===== src/hw/rtl/rau_pkg.sv =====
`default_nettype none
package rau_pkg;

   localparam int OperandWidthDefault = 32;
   localparam int NumWidth = 64;
   localparam int DenWidth = 62;
   localparam int MagWidth = 63;

   typedef enum logic [2:0] {
      CMD_ADD = 3'd0,
      CMD_SUB = 3'd1,
      CMD_MUL = 3'd2,
      CMD_DIV = 3'd3,
      CMD_NORM = 3'd4
   } cmd_type;

   typedef enum logic [1:0] {
      ST_OK = 2'd0,
      ST_ZERO_DEN = 2'd1,
      ST_DIV_ZERO = 2'd2
   } status_type;

   typedef enum logic [2:0] {
      S_IDLE,
      S_MUL,
      S_SUM,
      S_GCD,
      S_DIVN,
      S_DIVD,
      S_DONE
   } state_type;

   typedef struct packed {
      logic load;
      logic mul;
      logic sum;
      logic gcd_start;
      logic gcd_step;
      logic div_start;
      logic div_step;
      logic div_num;
      logic finish;
   } ctrl_type;

   typedef struct packed {
      logic early;
      logic gcd_done;
      logic div_done;
   } stat_type;

endpackage
`default_nettype wire


===== src/hw/rtl/rau_ctrl.sv =====
`default_nettype none
module rau_ctrl (
   input  wire logic           clock,
   input  wire logic           reset,
   input  wire logic           in_fire,
   input  wire logic           out_busy,
   input  wire rau_pkg::stat_type stat,
   output rau_pkg::ctrl_type   ctrl,
   output logic                idle
);
   import rau_pkg::*;

   state_type state_ff, state_in;

   always_ff @(posedge clock) begin
      if (reset) begin
         state_ff <= S_IDLE;
      end else begin
         state_ff <= state_in;
      end
   end

   always_comb begin
      state_in = state_ff;
      ctrl = '0;
      idle = 1'b0;
      case (state_ff)
         S_IDLE: begin
            idle = 1'b1;
            if (in_fire) begin
               ctrl.load = 1'b1;
               state_in = S_MUL;
            end
         end
         S_MUL: begin
            ctrl.mul = 1'b1;
            state_in = S_SUM;
         end
         S_SUM: begin
            ctrl.sum = 1'b1;
            state_in = S_GCD;
         end
         S_GCD: begin
            if (stat.early) begin
               state_in = S_DONE;
            end else if (stat.gcd_done) begin
               ctrl.div_start = 1'b1;
               state_in = S_DIVN;
            end else begin
               ctrl.gcd_step = 1'b1;
            end
         end
         S_DIVN: begin
            ctrl.div_num = 1'b1;
            if (stat.div_done) begin
               ctrl.div_start = 1'b1;
               state_in = S_DIVD;
            end else begin
               ctrl.div_step = 1'b1;
            end
         end
         S_DIVD: begin
            if (stat.div_done) begin
               state_in = S_DONE;
            end else begin
               ctrl.div_step = 1'b1;
            end
         end
         S_DONE: begin
            if (!out_busy) begin
               ctrl.finish = 1'b1;
               state_in = S_IDLE;
            end
         end
         default: state_in = S_IDLE;
      endcase
      ctrl.gcd_start = ctrl.sum;
   end

   assert property (@(posedge clock) disable iff (reset)
      ctrl.load |=> state_ff == S_MUL) else $error("load did not start");
   assert property (@(posedge clock) disable iff (reset)
      ctrl.finish |-> !out_busy) else $error("finish while output busy");
   assert property (@(posedge clock) disable iff (reset)
      $onehot0({ctrl.load, ctrl.mul, ctrl.sum, ctrl.finish})) else $error("ctrl overlap");
endmodule
`default_nettype wire


===== config.mk =====
export PLATFORM = sky130hd
export DESIGN_NAME = rau_ctrl
export DESIGN_NICKNAME = d
export VERILOG_FILES = /design/src/hw/rtl/rau_pkg.sv /design/src/hw/rtl/rau_ctrl.sv
export SDC_FILE = /design/constraint.sdc
export NUM_CORES = 1
export LEC_CHECK = 0
export BUFFER_PORTS_ARGS = -buffer_cell sky130_fd_sc_hd__clkbuf_2
export CAP_MARGIN = 20
export CORE_AREA = 2 2 39 41
export DETAILED_ROUTE_END_ITERATION = 7
export DIE_AREA = 0 0 41 43
export MAX_ROUTING_LAYER = met4
export SLEW_MARGIN = 20
export SYNTH_ARGS = -nofsm -noshare
export SYNTH_HDL_FRONTEND = slang
export SYNTH_SLANG_ARGS = --single-unit

===== constraint.sdc =====
create_clock -name clock -period 1.39 [get_ports clock]
set_input_delay 0.3475 -clock clock [delete_from_list [all_inputs] [get_ports clock]]
set_output_delay 0.3475 -clock clock [all_outputs]
set_load 0.02 [all_outputs]

==> impl_metrics.json, run 1 <==
{
  "cp-start-kind": "flop",
  "synthesis.yosys.warnings": 0,
  "synth_largest_type_area_fraction_pct": 22.0,
  "ys.flop_type": "dfxtp_1",
  "design.final.nets": 68,
  "tritoncts": "yes",
  "timing.final.max_slew_violations": 0,
  "globalRouteOverflowTotal": 0,
  "synthXorXnorAreaFrac_pct": 3.21,
  "htree_levels": 1,
  "width_of_the_chip_um": 41,
  "maxCapViolations": 0,
  "drt_drc_violations_left": 0,
  "final-setup-viol-count": 6,
  "synthMuxAreaShare_pct": 0,
  "synth_compound_gate_area_share_pct": 18.8,
  "final_critical_path_setup_slack_ns": -0.122,
  "drt-pass1-iter-count": 4,
  "synth-simple-area-share_pct": 43.6,
  "grt_max_degree": 9,
  "initial_core_util_pct": 19.7,
  "core_region_area_sq_um": 1380,
  "synth.cells.most_frequent": "nor3_1 (4), dfxtp_1 (3)",
  "slew_headroom_pct": 83.6,
  "place.port_buffers": 16,
  "avgRoutedWirePerCell_um": 10.1,
  "synth-seq-cells": 3,
  "finalWirelength_um": 771,
  "hold_viol_final": 0,
  "cts.path.max_buffers": 2,
  "yosys.cell_types.count": 24,
  "via_per_inst": 4.53,
  "min_path_type": "primary input to flop",
  "postLayoutCellArea_sq_um": 562,
  "clock_root_cell": "clkbuf_4",
  "regMostFlops": "state_ff",
  "post_synth_instance_area_sq_um": 273,
  "antenna_cells_inserted": 0,
  "antenna_violations_before_repair": 0,
  "placement.setup.worst_slack_ns": 0.0217,
  "fraction_of_the_cycle_the_final_worst_path_needs_pct": 109,
  "violations": "negative setup slack",
  "synth.avg_cell_area_sq_um": 7.79,
  "maxClockFrequency_ghz": 0.661,
  "hold_fix_buffers_at_cts": 0,
  "yosys.area_share.adder_pct": 0,
  "final_antenna_net_count": 0,
  "grt_use_met3_pct": 3.14,
  "fin_worst_skew_ns": 0.00228,
  "data_arrival_time_at_the_worst_slack_endpoint_ns": 1.16,
  "yosysTopAreaCell": "dfxtp_1",
  "io_pins": 17,
  "largest_register_ffs": 3,
  "post-dp-hpwl_um": 559,
  "clock_insertion_delay_worst_skew_ns": 0.23,
  "rsz_0062_raised_after_global_routing": "yes",
  "min_period_ns": 1.51,
  "rows": 14,
  "global_route.peak_usage_layer": "met2",
  "ys_seq_area_share_pct": 22.0,
  "number_of_global_route_vias_before_repair": 315,
  "p_leak_nw": 0.253,
  "areaGrowthSynthToFinish_pct": 106,
  "cts_made_buffers": 3,
  "run_status": "finished, violations left",
  "post_synth_main_area_contributors": "dfxtp_1 (22%), nor3_1 (7.3%), buf_4 (5.5%)",
  "post-synth-top-count-cell": "nor3_1",
  "crit_path_max_fanout": 3,
  "worst_ep_required_time_ns": 1.04,
  "groute.layer.met2.usage_pct": 15.0,
  "post_synthesis_net_count": 42,
  "share_of_flip_flops_with_an_asynchronous_set_or_reset_pct": 0,
  "drtIter0Drc": 6,
  "largestRegisters": "state_ff (3)",
  "place.gp.congestion": 0.723,
  "netlist_instances": 35,
  "route.vias.total": 344,
  "global_route.usage.total_pct": 10.7,
  "slew_of_the_pin_with_the_lowest_slew_margin_ns": 0.244,
  "final.setup.tns_ns": -0.337,
  "vdd_ir_drop_max_mv": 0.364,
  "power.density_cell_area_nw_per_um2": 885,
  "worst-setup-path-type": "flop to output pin",
  "main_combinational_cell_family_by_area_after_synthesis": "simple AND/OR/NAND/NOR gates",
  "dpl_cell_area_sq_um": 390,
  "clock_pin_slew_on_the_worst_setup_and_hold_paths_ns": 0.04,
  "grt_pass1_wl_mm": 1.25,
  "drive_gt1_share_pct": 66.7,
  "globalRouteMet1Util_pct": 12.2,
  "synth_edf_count": 0,
  "worstSetupEndpointType": "output pin",
  "die_h_um": 43,
  "die-area_sq_um": 1760,
  "cts_sinks": 3
}
worst paths after layout:
kind                            cells past startpoint  slack, ns     endpoint   startpoint
worst max-delay path                                4      -0.12      ctrl[3]  state_ff[1]
worst min register to register                      2       0.54  state_ff[2]  state_ff[2]
worst max register to register                      4       0.27  state_ff[1]  state_ff[1]
worst min-delay path                                2       0.31  state_ff[2]        reset
power by group:
part / total (mW) / leakage [nW] / switching [mW] / internal [mW]
logic: 0.236 / 0.212 / 0.110 / 0.126
clock network: 0.152 / 0.0150 / 0.0444 / 0.108
registers: 0.110 / 0.0264 / 0.0135 / 0.0964
placed cells by master, fill, tap and decap left out, types with 2 or more instances in the layout:
master    Yosys  final
dfxtp_4       0      2
o21ai_0       2      2
a21oi_1       2      2
nor3_4        0      2
nand2_1       2      2
clkbuf_2      0      6
buf_4         2      7
buf_6         1      7
clkbuf_4      0      4
clkbuf_8      0      2
critical path, stage by stage, from the launching register on:
cell and delay [ns]:
dfxtp_2 0.33, nor2b_4 0.15, and4b_1 0.21, a21o_1 0.10, clkbuf_8 0.14
what timing repair did:
action                                  4_1_cts  5_1_grt
gates resized for setup                      20       19
pin swaps                                     1        3
buffers inserted                              3        1
endpoints found under the setup margin       10       10
logic make-up after synthesis:
logic type      after synthesis
xor+xnor                      1
compound gates                8
simple gates                 18
buf+inv                       5
flops                         3
per-layer routing:
metal	vias up	routed length, um
met5	-	0
met4	0	7
met1	156	324
li1	178	-
met2	8	401
met3	2	37
stage by stage:
stage                     instances  hold WS, ns  power [mW]  utilization, %
after floorplan                  35        0.417       0.221               -
after global placement           68        0.562       0.270            28.2
after detailed placement         68        0.561       0.271            28.2
after CTS                        75        0.295       0.467            36.3
after global routing             76        0.320       0.536            40.6
final                            76        0.309       0.497            40.6
area by class of cell:
type	count	area, sq um
fillers	141	822
multi-input cells	27	225
repair buffers	24	211
flip-flops and latches	3	68.8
clock buffers	4	26.3
well taps	16	20.0
inverters	2	10.0
No activity file was read; power rests on OpenSTA's default activity.
==> run 2: changes to the inputs <==
- CTS_BUF_LIST: not set -> sky130_fd_sc_hd__clkbuf_8 sky130_fd_sc_hd__clkbuf_16
- SKIP_CTS_REPAIR_TIMING: not set -> 1
==> impl_metrics.json, run 2 (synthesis results as in run 1) <==
{
  "run_status": "finished, violations left",
  "violations": "negative setup slack",
  "worst_ep_required_time_ns": 1.04,
  "proportion_of_power_drawn_by_combinational_gates_pct": 34.9,
  "final.setup.tns_ns": -0.273,
  "finalWirelength_um": 687,
  "min_period_ns": 1.49,
  "slew_of_the_pin_with_the_lowest_slew_margin_ns": 0.245,
  "final_critical_path_setup_slack_ns": -0.0996,
  "drtIter0Drc": 2,
  "crit_path_max_fanout": 7,
  "rows": 14,
  "antenna_cells_inserted": 0,
  "vdd_ir_drop_max_mv": 0.666,
  "hold_viol_final": 0,
  "slew_headroom_pct": 83.5,
  "maxCapViolations": 0,
  "largestRegisters": "state_ff (3)",
  "die_h_um": 43,
  "holdWs_ns": 0.330,
  "fin_worst_skew_ns": 0.000405,
  "drt-pass1-iter-count": 2,
  "clock_insertion_delay_worst_skew_ns": 0.21,
  "rsz_0062_raised_after_global_routing": "yes",
  "areaGrowthSynthToFinish_pct": 84.9,
  "tritoncts": "yes",
  "final_standard_cell_count_with_taps_included_and_fillers_excluded": 72,
  "die-area_sq_um": 1760,
  "timing.final.max_slew_violations": 0,
  "utilization_pct": 36.4,
  "cell_int_power_mw": 0.379,
  "worst-setup-path-type": "flop to output pin",
  "placed_cells_incl_taps": 68,
  "io_pins": 17,
  "power.switching_mw": 0.162,
  "grt_pass1_wl_mm": 1.09,
  "core_region_area_sq_um": 1380,
  "placement.setup.worst_slack_ns": 0.0217,
  "avgRoutedWirePerCell_um": 9.54,
  "worstSetupEndpointType": "output pin",
  "cts.path.max_buffers": 2,
  "layout.cells.most_common_list": "clkbuf_2 (7), buf_4 (7), buf_6 (5)",
  "antenna_violations_before_repair": 0,
  "width_of_the_chip_um": 41,
  "global_route.usage.total_pct": 9.25,
  "design.final.nets": 64,
  "min_path_type": "primary input to flop",
  "p_leak_nw": 0.234,
  "htree_levels": 1,
  "clock_power_share_pct": 44.3,
  "final-setup-viol-count": 4,
  "post-dp-hpwl_um": 559,
  "cp-start-kind": "flop",
  "regMostFlops": "state_ff",
  "cts_sinks": 3,
  "power_frac_seq_pct": 20.8,
  "drive_gt1_share_pct": 64.3,
  "globalRouteOverflowTotal": 0,
  "via_per_inst": 4.58,
  "largest_register_ffs": 3,
  "data_arrival_time_at_the_worst_slack_endpoint_ns": 1.14,
  "place.gp.congestion": 0.723,
  "clock_pin_slew_on_the_worst_setup_and_hold_paths_ns": 0.03,
  "final_antenna_net_count": 0,
  "drt_drc_violations_left": 0,
  "fraction_of_the_cycle_the_final_worst_path_needs_pct": 107,
  "maxClockFrequency_ghz": 0.671,
  "power.density_cell_area_nw_per_um2": 1070,
  "switching_share_pct": 30.0,
  "number_of_global_route_vias_before_repair": 306,
  "place.port_buffers": 16,
  "grt_max_degree": 10,
  "initial_core_util_pct": 19.7,
  "route.vias.total": 330,
  "reg2regPathDepth": 4,
  "min_path_cells": 2,
  "clock_root_cell": "clkbuf_8",
  "cts_made_buffers": 3
}
-- run 2: worst paths after layout --
kind,startpoint,end,slack [ns]
max,state_ff[2],ctrl[8],-0.1
min reg2reg,state_ff[2],state_ff[2],0.54
min,reset,state_ff[2],0.33
max reg2reg,state_ff[0],state_ff[1],0.24
-- run 2: power by group through the flow --
stage,logic [mW],registers [mW],clock network [mW]
2_1_floorplan,0.113,0.108,0
3_5_place_dp,0.160,0.111,0
5_1_grt,0.203,0.115,0.259
6_report,0.189,0.113,0.240
3_3_place_gp,0.160,0.110,0
4_1_cts,0.160,0.109,0.248
-- run 2: per-layer routing --
metal / vias to the layer above / wire length, um / track usage (%)
li1: 169 / - / -
met1: 153 / 276 / 9.94
met2: 8 / 365 / 13.8
met3: 0 / 46 / 4.71
met4: 0 / 0 / 4.00
met5: - / 0 / -
-- run 2: cell type report --
type	instances	area, sq um
Clock inverter	1	3.75
Multi-Input combinational cell	27	214
Tap cell	16	20.0
Clock buffer	3	41.3
Timing Repair Buffer	20	149
Sequential cell	3	68.8
Inverter	2	7.51
Fill cell	154	880
-- run 2: per-stage QoR --
step	total power, mW	area, sq um
after floorplan	0.221	287
after global placement	0.270	390
after detailed placement	0.271	390
after CTS	0.518	435
after global routing	0.577	504
final	0.541	504
-- run 2: critical path, stage by stage (launching register included) --
cell	delay [ns]
dfxtp_4	0.36
buf_4	0.16
nor4_2	0.22
buf_2	0.20
==> run 3: changes to the inputs <==
- CELL_PAD_IN_SITES_DETAIL_PLACEMENT: not set -> 1
- CELL_PAD_IN_SITES_GLOBAL_PLACEMENT: not set -> 1
- PLACE_DENSITY_LB_ADDON: not set -> 0.1
==> impl_metrics.json, run 3 (synthesis results as in run 1) <==
{
  "final-setup-viol-count": 6,
  "utilization_pct": 40.2,
  "critical_path_buf_inv_count": 1,
  "cts_made_buffers": 3,
  "timing.critical_path.max_delay_family": "simple AND/OR/NAND/NOR gates",
  "clock_pin_slew_on_the_worst_setup_and_hold_paths_ns": 0.03,
  "global_route.usage.total_pct": 11.9,
  "globalRouteOverflowTotal": 0,
  "rows": 14,
  "reg2reg_setup_slack_ns": 0.24,
  "data_arrival_time_at_the_worst_slack_endpoint_ns": 1.14,
  "largestRegisters": "state_ff (3)",
  "fin_worst_skew_ns": 0.00366,
  "drtIter0Drc": 3,
  "worstPathCellList": "nor2b_4 -> and4b_1 -> a21o_1 -> buf_6",
  "hold_viol_final": 0,
  "initial_core_util_pct": 19.7,
  "antenna_violations_before_repair": 0,
  "timing.final.max_slew_violations": 0,
  "design.final.nets": 69,
  "fraction_of_the_cycle_the_final_worst_path_needs_pct": 107,
  "slew_headroom_pct": 83.7,
  "worst_path_max_stage_delay_ns": 0.34,
  "post-dp-hpwl_um": 658,
  "die-area_sq_um": 1760,
  "io_pins": 17,
  "regMostFlops": "state_ff",
  "crit_path_max_fanout": 4,
  "run_status": "finished, violations left",
  "final_antenna_net_count": 0,
  "clock_insertion_delay_worst_skew_ns": 0.22,
  "route.vias.total": 351,
  "vdd_ir_drop_max_mv": 0.588,
  "min_period_ns": 1.48,
  "finalWirelength_um": 974,
  "tritoncts": "yes",
  "cts.path.max_buffers": 2,
  "number_of_global_route_vias_before_repair": 316,
  "min_path_type": "primary input to flop",
  "violations": "negative setup slack",
  "cp-start-kind": "flop",
  "maxCapViolations": 0,
  "power.density_cell_area_nw_per_um2": 1060,
  "drt_drc_violations_left": 0,
  "core_region_area_sq_um": 1380,
  "htree_levels": 1,
  "place.gp.congestion": 0.684,
  "final_standard_cell_count_with_taps_included_and_fillers_excluded": 77,
  "cts_sinks": 3,
  "critical_path.slowest_cell": "dfxtp_2",
  "largest_register_ffs": 3,
  "die_h_um": 43,
  "drive_gt1_share_pct": 67.2,
  "drt-pass1-iter-count": 2,
  "final_common_cell": "buf_4",
  "via_per_inst": 4.56,
  "antenna_cells_inserted": 0,
  "worst-setup-path-type": "flop to output pin",
  "final_critical_path_setup_slack_ns": -0.0925,
  "grt_max_degree": 12,
  "rsz_0062_raised_after_global_routing": "yes",
  "place.port_buffers": 16,
  "layout.cells.most_common_list": "buf_4 (12), clkbuf_2 (6), buf_6 (6)",
  "grt_pass1_wl_mm": 1.34,
  "slew_of_the_pin_with_the_lowest_slew_margin_ns": 0.242,
  "width_of_the_chip_um": 41,
  "placed_cells_incl_taps": 70,
  "clock_root_cell": "clkbuf_8",
  "maxClockFrequency_ghz": 0.675,
  "areaGrowthSynthToFinish_pct": 104,
  "avgRoutedWirePerCell_um": 12.6,
  "worst_ep_required_time_ns": 1.04,
  "p_leak_nw": 0.263,
  "worstSetupEndpointType": "output pin"
}
run 3: cell count changes in the layout (fill, tap and decap cells not counted), sizes merged:
cell,previous run,this run
clkbuf,10,9
buf,13,19
run 3: where the power goes:
group | switching, mW | internal, mW | leakage (nW) | total (mW)
clock network | 0.0650 | 0.189 | 0.0269 | 0.254
logic | 0.110 | 0.118 | 0.210 | 0.228
registers | 0.0133 | 0.0965 | 0.0264 | 0.110
run 3: metal layers:
layer  GRT usage [%]  up-vias  wire [um]
met5               -        -          0
met4            10.0        0         33
met3            4.71        5         67
met1            13.7      154        374
met2            15.3       13        498
li1                -      179          -
run 3: layout make-up:
| class | count | area, sq um |
|---|---|---|
| clock buffer | 3 | 41.3 |
| clock inverter | 1 | 3.75 |
| fill | 172 | 827 |
| inverter | 2 | 7.51 |
| multi-input combinational | 27 | 223 |
| sequential | 3 | 68.8 |
| tap | 16 | 20.0 |
| timing repair buffer | 25 | 193 |
run 3: path summary, 6_finish.rpt:
path	startpoint	cells after the start	to
worst min register to register	state_ff[2]	2	state_ff[2]
worst max register to register	state_ff[0]	4	state_ff[2]
worst max-delay path	state_ff[1]	4	ctrl[3]
worst min-delay path	reset	2	state_ff[2]
run 3: stage by stage:
stage / cell area (sq um) / setup TNS (ns) / hold WS, ns / power (mW) / worst slack (ns)
floorplan: 287 / -0.0880 / 0.417 / 0.221 / -0.0391
global placement: 405 / 0 / 0.555 / 0.281 / 0.0231
detailed placement: 405 / -0.00273 / 0.557 / 0.285 / -0.00273
CTS: 450 / -1.32 / 0.330 / 0.540 / -0.236
global route: 557 / -0.602 / 0.322 / 0.630 / -0.135
finish: 557 / -0.280 / 0.318 / 0.591 / -0.0925
run 3: worst reg2reg max path, cell delays in order (launching register included):
cell and delay (ns):
dfxtp_4 0.37, buf_4 0.14, o21ai_0 0.11, or3_1 0.34, a21oi_1 0.12
